--- config.mk ---
export PLATFORM = sky130hd
export DESIGN_NAME = sapphire_stream_cipher_core
export DESIGN_NICKNAME = d
export VERILOG_FILES = /design/src/rtl/sapphire_pkg.sv /design/src/rtl/sapphire_ctrl.sv /design/src/rtl/sapphire_dp.sv /design/src/rtl/sapphire_stream_cipher_core.sv
export SDC_FILE = /design/constraint.sdc
export NUM_CORES = 2
export LEC_CHECK = 0
export ABC_CLOCK_PERIOD_IN_PS = 21400
export BUFFER_PORTS_ARGS = -buffer_cell sky130_fd_sc_hd__buf_4
export CORE_AREA = 2 2 549 551
export CTS_BUF_LIST = sky130_fd_sc_hd__clkbuf_4 sky130_fd_sc_hd__clkbuf_8 sky130_fd_sc_hd__clkbuf_16
export DETAILED_ROUTE_END_ITERATION = 8
export DIE_AREA = 0 0 551 553
export GPL_TIMING_DRIVEN = 0
export PLACE_DENSITY_LB_ADDON = 0.05
export SYNTH_ARGS = -nofsm -noshare
export SYNTH_HDL_FRONTEND = slang
export SYNTH_SLANG_ARGS = --single-unit
--- constraint.sdc ---
create_clock -name i_clk -period 21.4 [get_ports i_clk]
set_input_delay 4.28 -clock i_clk [delete_from_list [all_inputs] [get_ports i_clk]]
set_output_delay 4.28 -clock i_clk [all_outputs]
set_load 0.02 [all_outputs]
--- src/rtl/sapphire_pkg.sv ---
// ----------------------------------------------------------------------------
// sapphire_pkg
// Shared types, command codes and helpers for the Sapphire II cipher core.
// ----------------------------------------------------------------------------
package sapphire_pkg;

    localparam logic [1:0] CMD_DATA    = 2'd0;
    localparam logic [1:0] CMD_KEY     = 2'd1;
    localparam logic [1:0] CMD_DEFAULT = 2'd2;

    localparam logic KIND_DATA = 1'b0;
    localparam logic KIND_DONE = 1'b1;

    localparam logic [3:0] CRYPT_LAST = 4'd15;
    localparam logic [3:0] SWAP_LAST  = 4'd3;
    localparam logic [3:0] FINAL_LAST = 4'd5;
    localparam logic [3:0] TRIES_MAX  = 4'd11;

    localparam logic [7:0] ROTOR_INIT   = 8'd1;
    localparam logic [7:0] RATCHET_INIT = 8'd3;
    localparam logic [7:0] AVAL_INIT    = 8'd5;
    localparam logic [7:0] PLAIN_INIT   = 8'd7;
    localparam logic [7:0] CIPHER_INIT  = 8'd11;

    typedef struct packed {
        logic [1:0] cmd;
        logic [7:0] in_byte;
        logic       key_last;
    } t_in_beat;

    typedef struct packed {
        logic [7:0] out_byte;
        logic       kind;
    } t_out_beat;

    typedef enum logic [3:0] {
        OP_IDLE,
        OP_KEY,
        OP_KEY_LAST,
        OP_DEFAULT,
        OP_DATA_LATCH,
        OP_FILL,
        OP_DRAW_RD,
        OP_DRAW_ACC,
        OP_SWAP,
        OP_FINAL,
        OP_CRYPT,
        OP_RESULT
    } t_op;

    typedef struct packed {
        t_op        op;
        logic [3:0] step;
        logic       kind;
    } t_cmd;

    typedef struct packed {
        logic fill_last;
        logic draw_ok;
        logic k_is_one;
    } t_stat;

    // all ones at and below the top set bit
    function automatic logic [7:0] smear(input logic [7:0] v);
        logic [7:0] m;
        m = v | (v >> 1);
        m = m | (m >> 2);
        m = m | (m >> 4);
        return m;
    endfunction

endpackage

--- src/rtl/sapphire_ctrl.sv ---
// ----------------------------------------------------------------------------
// sapphire_ctrl
// Sequencer: input/output handshake, deck fill, key schedule and crypt steps.
// ----------------------------------------------------------------------------
module sapphire_ctrl import sapphire_pkg::*; (
    input  logic     i_clk,
    input  logic     i_rst_n,
    input  logic     i_in_valid,
    output logic     o_in_ready,
    input  t_in_beat i_in_data,
    output logic     o_out_valid,
    input  logic     i_out_ready,
    input  t_stat    i_stat,
    output t_cmd     o_cmd
);

    typedef enum logic [7:0] {
        S_IDLE     = 8'b0000_0001,
        S_FILL     = 8'b0000_0010,
        S_CRYPT    = 8'b0000_0100,
        S_DRAW_RD  = 8'b0000_1000,
        S_DRAW_ACC = 8'b0001_0000,
        S_SWAP     = 8'b0010_0000,
        S_FINAL    = 8'b0100_0000,
        S_DONE     = 8'b1000_0000
    } t_state;

    t_state     r_state, n_state;
    logic [3:0] r_step, n_step;
    logic       r_sched, n_sched;
    logic       r_notify, n_notify;
    logic       r_kind, n_kind;
    logic       r_out_valid, n_out_valid;
    logic       accept;

    assign o_in_ready  = (r_state == S_IDLE);
    assign o_out_valid = r_out_valid;
    assign accept      = i_in_valid & o_in_ready;

    always_comb begin
        n_state     = r_state;
        n_step      = r_step;
        n_sched     = r_sched;
        n_notify    = r_notify;
        n_kind      = r_kind;
        n_out_valid = r_out_valid & ~i_out_ready;
        o_cmd.op    = OP_IDLE;
        o_cmd.step  = r_step;
        o_cmd.kind  = r_kind;
        case (r_state)
            S_IDLE: begin
                if (accept) begin
                    case (i_in_data.cmd)
                        CMD_DATA: begin
                            o_cmd.op = OP_DATA_LATCH;
                            n_kind   = KIND_DATA;
                            n_step   = 4'd0;
                            n_state  = S_CRYPT;
                        end
                        CMD_KEY: begin
                            if (i_in_data.key_last) begin
                                o_cmd.op = OP_KEY_LAST;
                                n_sched  = 1'b1;
                                n_kind   = KIND_DONE;
                                n_state  = S_FILL;
                            end else begin
                                o_cmd.op = OP_KEY;
                            end
                        end
                        CMD_DEFAULT: begin
                            o_cmd.op = OP_DEFAULT;
                            n_sched  = 1'b0;
                            n_notify = 1'b1;
                            n_kind   = KIND_DONE;
                            n_state  = S_FILL;
                        end
                        default: ;
                    endcase
                end
            end
            S_FILL: begin
                o_cmd.op = OP_FILL;
                if (i_stat.fill_last) begin
                    if (r_sched) begin
                        n_state = S_DRAW_RD;
                    end else if (r_notify) begin
                        n_state = S_DONE;
                    end else begin
                        n_state = S_IDLE;
                    end
                end
            end
            S_DRAW_RD: begin
                o_cmd.op = OP_DRAW_RD;
                n_state  = S_DRAW_ACC;
            end
            S_DRAW_ACC: begin
                o_cmd.op = OP_DRAW_ACC;
                n_step   = 4'd0;
                n_state  = i_stat.draw_ok ? S_SWAP : S_DRAW_RD;
            end
            S_SWAP: begin
                o_cmd.op = OP_SWAP;
                n_step   = r_step + 4'd1;
                if (r_step == SWAP_LAST) begin
                    n_step  = 4'd0;
                    n_state = i_stat.k_is_one ? S_FINAL : S_DRAW_RD;
                end
            end
            S_FINAL: begin
                o_cmd.op = OP_FINAL;
                n_step   = r_step + 4'd1;
                if (r_step == FINAL_LAST) begin
                    n_sched = 1'b0;
                    n_state = S_DONE;
                end
            end
            S_CRYPT: begin
                o_cmd.op = OP_CRYPT;
                n_step   = r_step + 4'd1;
                if (r_step == CRYPT_LAST) begin
                    n_state = S_DONE;
                end
            end
            S_DONE: begin
                if (!r_out_valid || i_out_ready) begin
                    o_cmd.op    = OP_RESULT;
                    n_out_valid = 1'b1;
                    n_notify    = 1'b0;
                    n_state     = S_IDLE;
                end
            end
            default: n_state = S_IDLE;
        endcase
    end

    always_ff @(posedge i_clk) begin
        if (!i_rst_n) begin
            r_state     <= S_FILL;
            r_step      <= 4'd0;
            r_sched     <= 1'b0;
            r_notify    <= 1'b0;
            r_kind      <= KIND_DONE;
            r_out_valid <= 1'b0;
        end else begin
            r_state     <= n_state;
            r_step      <= n_step;
            r_sched     <= n_sched;
            r_notify    <= n_notify;
            r_kind      <= n_kind;
            r_out_valid <= n_out_valid;
        end
    end

endmodule

--- src/rtl/sapphire_dp.sv ---
// ----------------------------------------------------------------------------
// sapphire_dp
// Deck and key memories, cipher indices, draw logic and result register.
// ----------------------------------------------------------------------------
module sapphire_dp import sapphire_pkg::*; #(
    parameter int KEY_BYTES_MAX = 255
) (
    input  logic      i_clk,
    input  logic      i_rst_n,
    input  t_cmd      i_cmd,
    input  t_in_beat  i_in_data,
    input  logic      i_cfg_we,
    input  logic      i_cfg_data,
    output t_stat     o_stat,
    output t_out_beat o_out_data
);

    localparam logic [7:0] KeyMax = 8'(KEY_BYTES_MAX);

    logic [7:0] r_deck [256];
    logic [7:0] r_key [256];
    logic [7:0] r_rd, r_krd;

    logic [7:0] r_rotor, r_ratchet, r_aval, r_plain, r_cipher;
    logic [7:0] r_fcnt, r_kcnt, r_klen;
    logic       r_fdesc, r_decrypt;
    logic [7:0] r_k, r_sum, r_pos, r_j, r_t, r_held, r_acc, r_m1, r_in_byte, r_res;
    logic [3:0] r_tries;
    t_out_beat  r_out;

    logic       we, key_we;
    logic [7:0] raddr, waddr, wdata;

    logic [7:0] mask, s_base, s_new, val0, val, mix, res;
    logic [8:0] pos_inc;
    logic       wrap;
    logic [3:0] tries_n;

    assign key_we = ((i_cmd.op == OP_KEY) || (i_cmd.op == OP_KEY_LAST)) && (r_kcnt < KeyMax);

    assign mask    = smear(r_k);
    assign s_base  = r_rd + r_krd;
    assign pos_inc = {1'b0, r_pos} + 9'd1;
    assign wrap    = pos_inc >= {1'b0, r_klen};
    assign s_new   = wrap ? s_base + r_klen : s_base;
    assign tries_n = r_tries + 4'd1;
    assign val0    = mask & s_new;
    assign val     = ((tries_n > TRIES_MAX) && (val0 >= r_k)) ? val0 - r_k : val0;
    assign mix     = r_m1 ^ r_rd;
    assign res     = r_in_byte ^ mix;

    assign o_stat.fill_last = (r_fcnt == 8'hFF);
    assign o_stat.draw_ok   = (val <= r_k);
    assign o_stat.k_is_one  = (r_k == 8'd1);
    assign o_out_data       = r_out;

    always_comb begin
        we    = 1'b0;
        raddr = r_sum;
        waddr = r_fcnt;
        wdata = r_fdesc ? ~r_fcnt : r_fcnt;
        case (i_cmd.op)
            OP_FILL: we = 1'b1;
            OP_SWAP: begin
                case (i_cmd.step)
                    4'd0: raddr = r_k;
                    4'd1: raddr = r_j;
                    4'd2: begin
                        we = 1'b1; waddr = r_k; wdata = r_rd;
                    end
                    default: begin
                        we = 1'b1; waddr = r_j; wdata = r_t;
                    end
                endcase
            end
            OP_FINAL: begin
                case (i_cmd.step)
                    4'd0: raddr = ROTOR_INIT;
                    4'd1: raddr = RATCHET_INIT;
                    4'd2: raddr = AVAL_INIT;
                    4'd3: raddr = PLAIN_INIT;
                    default: raddr = r_sum;
                endcase
            end
            OP_CRYPT: begin
                case (i_cmd.step)
                    4'd0: raddr = r_rotor;
                    4'd1: raddr = r_cipher;
                    4'd2: raddr = r_ratchet;
                    4'd3: begin
                        we = 1'b1; waddr = r_cipher; wdata = r_rd; raddr = r_plain;
                    end
                    4'd4: begin
                        we = 1'b1; waddr = r_ratchet; wdata = r_rd; raddr = r_rotor;
                    end
                    4'd5: begin
                        we = 1'b1; waddr = r_plain; wdata = r_rd;
                    end
                    4'd6: begin
                        we = 1'b1; waddr = r_rotor; wdata = r_held; raddr = r_held;
                    end
                    4'd7:  raddr = r_ratchet;
                    4'd8:  raddr = r_rotor;
                    4'd9:  raddr = r_acc + r_rd;
                    4'd10: raddr = r_plain;
                    4'd11: raddr = r_cipher;
                    4'd12: raddr = r_aval;
                    4'd13: raddr = r_acc + r_rd;
                    4'd14: raddr = r_rd;
                    default: ;
                endcase
            end
            default: ;
        endcase
    end

    always_ff @(posedge i_clk) begin
        if (we) begin
            r_deck[waddr] <= wdata;
        end
        if (we && (waddr == raddr)) begin
            r_rd <= wdata;
        end else begin
            r_rd <= r_deck[raddr];
        end
    end

    always_ff @(posedge i_clk) begin
        if (key_we) begin
            r_key[r_kcnt] <= i_in_data.in_byte;
        end
        r_krd <= r_key[r_pos];
    end

    always_ff @(posedge i_clk) begin
        if (!i_rst_n) begin
            r_rotor   <= ROTOR_INIT;
            r_ratchet <= RATCHET_INIT;
            r_aval    <= AVAL_INIT;
            r_plain   <= PLAIN_INIT;
            r_cipher  <= CIPHER_INIT;
            r_fcnt    <= 8'd0;
            r_fdesc   <= 1'b1;
            r_kcnt    <= 8'd0;
            r_decrypt <= 1'b0;
        end else begin
            if (i_cfg_we) begin
                r_decrypt <= i_cfg_data;
            end
            case (i_cmd.op)
                OP_KEY: begin
                    if (key_we) begin
                        r_kcnt <= r_kcnt + 8'd1;
                    end
                end
                OP_KEY_LAST: begin
                    r_klen  <= key_we ? r_kcnt + 8'd1 : r_kcnt;
                    r_kcnt  <= 8'd0;
                    r_fcnt  <= 8'd0;
                    r_fdesc <= 1'b0;
                    r_k     <= 8'hFF;
                    r_sum   <= 8'd0;
                    r_pos   <= 8'd0;
                    r_tries <= 4'd0;
                end
                OP_DEFAULT: begin
                    r_rotor   <= ROTOR_INIT;
                    r_ratchet <= RATCHET_INIT;
                    r_aval    <= AVAL_INIT;
                    r_plain   <= PLAIN_INIT;
                    r_cipher  <= CIPHER_INIT;
                    r_kcnt    <= 8'd0;
                    r_fcnt    <= 8'd0;
                    r_fdesc   <= 1'b1;
                end
                OP_DATA_LATCH: r_in_byte <= i_in_data.in_byte;
                OP_FILL: r_fcnt <= r_fcnt + 8'd1;
                OP_DRAW_ACC: begin
                    r_sum   <= s_new;
                    r_pos   <= wrap ? 8'd0 : pos_inc[7:0];
                    r_tries <= tries_n;
                    r_j     <= val;
                end
                OP_SWAP: begin
                    if (i_cmd.step == 4'd1) begin
                        r_t <= r_rd;
                    end
                    if (i_cmd.step == SWAP_LAST) begin
                        r_k     <= r_k - 8'd1;
                        r_tries <= 4'd0;
                    end
                end
                OP_FINAL: begin
                    case (i_cmd.step)
                        4'd1: r_rotor   <= r_rd;
                        4'd2: r_ratchet <= r_rd;
                        4'd3: r_aval    <= r_rd;
                        4'd4: r_plain   <= r_rd;
                        4'd5: r_cipher  <= r_rd;
                        default: ;
                    endcase
                end
                OP_CRYPT: begin
                    case (i_cmd.step)
                        4'd1: begin
                            r_ratchet <= r_ratchet + r_rd;
                            r_rotor   <= r_rotor + 8'd1;
                        end
                        4'd2:  r_held <= r_rd;
                        4'd7:  r_aval <= r_aval + r_rd;
                        4'd8:  r_acc  <= r_rd;
                        4'd10: r_m1   <= r_rd;
                        4'd11: r_acc  <= r_rd;
                        4'd12: r_acc  <= r_acc + r_rd;
                        4'd15: begin
                            r_res <= res;
                            if (r_decrypt) begin
                                r_plain  <= res;
                                r_cipher <= r_in_byte;
                            end else begin
                                r_cipher <= res;
                                r_plain  <= r_in_byte;
                            end
                        end
                        default: ;
                    endcase
                end
                OP_RESULT: begin
                    r_out.kind     <= i_cmd.kind;
                    r_out.out_byte <= i_cmd.kind ? 8'd0 : r_res;
                end
                default: ;
            endcase
        end
    end

endmodule

--- src/rtl/sapphire_stream_cipher_core.sv ---
// Data beat: 16 deck-port steps, then the result; no new beat is taken until it is issued.
// Key beat not last: byte stored (up to KEY_BYTES_MAX), input stays ready. Default init:
// deck fill, then result. Last key beat: deck fill, then per deck slot 255..1 draw tries
// (read, then accumulate; up to 12 tries) and a swap, then the cipher index reads; bound by
// the one deck port. Reset (synchronous, active low) starts a deck fill; no beat is taken
// until it ends. Configuration writes are taken at any time outside reset.
// ----------------------------------------------------------------------------
// sapphire_stream_cipher_core
// Byte-wide Sapphire II stream cipher with key schedule and default init.
// ----------------------------------------------------------------------------
module sapphire_stream_cipher_core import sapphire_pkg::*; #(
    parameter int KEY_BYTES_MAX = 255
) (
    input  logic      i_clk,
    input  logic      i_rst_n,
    input  logic      i_in_valid,
    output logic      o_in_ready,
    input  t_in_beat  i_in_data,
    output logic      o_out_valid,
    input  logic      i_out_ready,
    output t_out_beat o_out_data,
    input  logic      i_cfg_valid,
    output logic      o_cfg_ready,
    input  logic      i_cfg_data
);

    t_cmd  cmd;
    t_stat stat;

    assign o_cfg_ready = 1'b1;

    sapphire_ctrl u_ctrl (
        .i_clk       (i_clk),
        .i_rst_n     (i_rst_n),
        .i_in_valid  (i_in_valid),
        .o_in_ready  (o_in_ready),
        .i_in_data   (i_in_data),
        .o_out_valid (o_out_valid),
        .i_out_ready (i_out_ready),
        .i_stat      (stat),
        .o_cmd       (cmd)
    );

    sapphire_dp #(
        .KEY_BYTES_MAX (KEY_BYTES_MAX)
    ) u_dp (
        .i_clk      (i_clk),
        .i_rst_n    (i_rst_n),
        .i_cmd      (cmd),
        .i_in_data  (i_in_data),
        .i_cfg_we   (i_cfg_valid & o_cfg_ready),
        .i_cfg_data (i_cfg_data),
        .o_stat     (stat),
        .o_out_data (o_out_data)
    );

endmodule

==> results.tsv <==
stage	metric	value	unit
clock_tree	clk root buf	clkbuf_16	
critical_path	Setup crit end kind	flip-flop	
synth	Synth Cell Area	172000	sq um
grt	first-pass GRT wire length	794	mm
clock_tree	TritonCTS Buffers	430	
clock_tree	post-CTS setup buffer count	0	
critical_path	crit-path max FO	11	
grt	GRT Overall Usage	38.8	%
placement	DP Wirelength	405	mm
timing	Layout Skew	0.0908	ns
floorplanning	Die Ht	553	microns
power	IR drop worst, VDD	0.0000881	V
timing	slew margin rel.	-9.36	%
run_status	failing checks	max-capacitance violations, max-slew violations	
floorplanning	FP Rows	201	
critical_path	startpoint types	flip-flop	
timing	f_max	0.0762	GHz
synth	Post-synth ARST share	0	%
run	max-cap viol count	17	
synth	flops & latches, synth	4287	
run_status	outcome	finished, violations left	
critical_path	WP data required	22.21	ns
power	Tot Pwr	0.0177	W
synth	Primary FF master, synth	edfxtp_1	
placement	port bufs	27	
placement	RePlAce Congestion	0.989	
grt	largest net degree at the start of global routing	159	
routing	remaining antenna violation count	0	
timing	Finish-stage setup viols	0	
min_path	min-delay worst type	reg -> reg	
power	sw frac	21.9	%
power	Switching Power	0.00387	W
floorplanning	Core Area	299000	sq um
grt	Remaining Overflow, GRT	0	
finish	fillers	20600	
timing	Final Critical Period	13.12	ns
power	Comb pwr share	4.5	%
synth	count leader, synth	edfxtp_1	
synth	Post-Synthesis Cells	9271	
clock_tree	clock buffer depth	4	
floorplanning	die width	551	microns
synth	share of the synthesized area in the top cell type	73.2	%
synth	Synth area leaders	edfxtp_1 73%, mux4_2 11%, mux2i_1 3.1%, nor2_1 1.5%, a21oi_1 1.1%	
power	Int Power	0.0138	W
routing	Via Count	98300	
timing	final worst path period share	61.3	%
synth	Unique masters post-synth	93	
power	Power Density	91.2	nW/um^2
grt	vias in the first global route	95000	
synth	number of enable flip-flop cells after synthesis	4197	
power	Clock Power Share	42.7	%
clock_tree	H-tree levels	5	
timing	unrepaired setup endpoints after global routing	no	
critical_path	Slowest-stage cell, CP	nor4b_2	
clock_tree	clock edge transition at the registers on the reported setup and hold paths	0.06	ns
clock_tree	Resized Gates After CTS	0	
synth	post-synthesis sequential area ratio	74.2	%
synth	Synth warnings	0	
routing	drt drc	0	
routing	1st-iter DRT viols	15200	
grt	initial antenna violation count	40	
synth	Synth area leader	edfxtp_1	
floorplanning	initial core utilization	57.7	%
clock_tree	hold_buf cts	0	
clock_tree	CTS tree	yes	
routing	WL final	591	mm
critical_path	kind of critical path	reg -> reg	
finish	layout cells sized above 1	19.7	%
finish	multi-input logic area	41900	sq um
critical_path	CP max stage delay	0.89	ns
finish	register area	128000	sq um
floorplanning	IO Pins	29	
routing	vias per std cell	6.94	
critical_path	Data arrival, critical path	13.93	ns
power	P_leak	61.6	nW
timing	final hold vios	0	
synth	Synth top cells by count	4197 x edfxtp_1, 813 x mux4_2, 693 x nor2_1, 533 x mux2i_1, 394 x a21oi_1	
clock_tree	later-pin clock latency in the skew report	1.01	ns
finish	Final nets	9923	
power	sequential power share	52.8	%
routing	WL per Instance	41.7	microns
floorplanning	die area	305000	sq um
routing	1st-pass router iterations	7	
finish	area growth from synthesis to layout	12.5	%
timing	Max Slew Vio Count	160	
timing	setup TNS	0	ns
synth	Synth Area per Inst	18.6	sq um
clock_tree	clk sink count	4287	
timing	Slew @ Worst Pin	1.64	ns
[per-stage QoR]
| step | worst slack, ns | hold slack (ns) | area, sq um | instances | utilization (%) |
|---|---|---|---|---|---|
| 3_5_place_dp | 8.63 | 0.508 | 180000 | 13300 | 60.1 |
| 4_1_cts | 8.60 | 0.522 | 194000 | 14100 | 64.8 |
| 6_report | 8.28 | 0.524 | 194000 | 14200 | 64.8 |
| 2_1_floorplan | 6.47 | 0.458 | 172000 | 9278 | - |
| 3_3_place_gp | -8.84 | 0.491 | 177000 | 13300 | 59.4 |
| 5_1_grt | 8.39 | 0.531 | 194000 | 14200 | 64.8 |
[power by group through the flow]
stage,combinational [W],clock (W),sequential (W)
after global placement,0.000658,0,0.00971
final,0.000790,0.00755,0.00933
after CTS,0.000759,0.00756,0.00933
after floorplan,0.000321,0,0.00960
after detailed placement,0.000758,0,0.00951
after global routing,0.000806,0.00789,0.00933
[worst max-delay path, delay by kind of cell, from the launching register on]
family          cells  cell delay, ns
compound gates     17            4.12
simple gates       11            2.44
fa+ha+maj           4            1.41
mux                 3            0.95
flops               1            0.41
buf+inv             6            3.42
xor+xnor            1            0.14
[metal layers]
| metal | GRT usage [%] | vias to the layer above | wire (microns) |
|---|---|---|---|
| met5 | 0 | - | 245 |
| met4 | 29.3 | 32 | 55800 |
| met3 | 8.50 | 1644 | 59500 |
| met2 | 59.7 | 6645 | 272000 |
| met1 | 48.7 | 51000 | 203000 |
| li1 | - | 38900 | - |
[path summary, 6_finish.rpt]
| kind | from | endpoint | slack, ns | cells after the start |
|---|---|---|---|---|
| worst max-delay path | flip-flop | u_ctrl.r_state[3] | 8.28 | 42 |
| worst min-delay path | u_dp.r_ratchet[0] | u_dp.r_ratchet[0] | 0.52 | 2 |
| worst max register to register | flip-flop | u_ctrl.r_state[3] | 8.28 | 42 |
| worst min register to register | u_dp.r_ratchet[0] | u_dp.r_ratchet[0] | 0.52 | 2 |
[cell type report]
cell class	count	share of cell area, %
flip-flops and latches	4287	66.0
multi-input cells	4384	21.6
clock buffers	523	5.99
well taps	3958	2.56
plain buffers	547	1.34
clock inverters	274	1.30
repair buffers	113	1.09
inverters	60	0.116
diodes	15	0.0194
[placed cells by master (no fill, tap or decap), types with 28 or more instances in the layout]
cell	Yosys	layout
a221oi_1	33	33
nor2_1	693	693
clkbuf_1	306	263
buf_6	25	28
buf_4	55	76
xnor2_1	56	56
mux2i_1	533	533
buf_2	61	68
a22oi_1	83	83
o221ai_1	125	125
dfxtp_1	90	90
a21oi_1	394	394
clkbuf_4	0	79
buf_12	0	51
o21ai_0	229	221
clkbuf_2	1	44
nor2b_1	41	41
nand3_1	95	95
ha_1	77	77
buf_1	98	91
mux4_2	813	813
bufinv_16	0	37
a211oi_1	28	28
clkinv_1	1	113
inv_1	56	56
nand2b_1	30	30
nand2_1	355	355
clkinv_2	0	83
a31oi_1	33	33
clkbuf_16	0	435
edfxtp_1	4197	4197
and3_1	29	29
nor3_1	59	56
mux2_2	155	155
o22ai_1	155	155
[logic make-up after synthesis]
logic type	after synthesis	share of synthesized area (%)
flops	4287	74.2
mux	1501	14.7
simple gates	1431	3.64
compound gates	1278	4.77
buf+inv	607	1.60
fa+ha+maj	83	0.629
xor+xnor	82	0.417
other cells	2	0.00436
No activity file was read; power rests on OpenSTA's default activity.
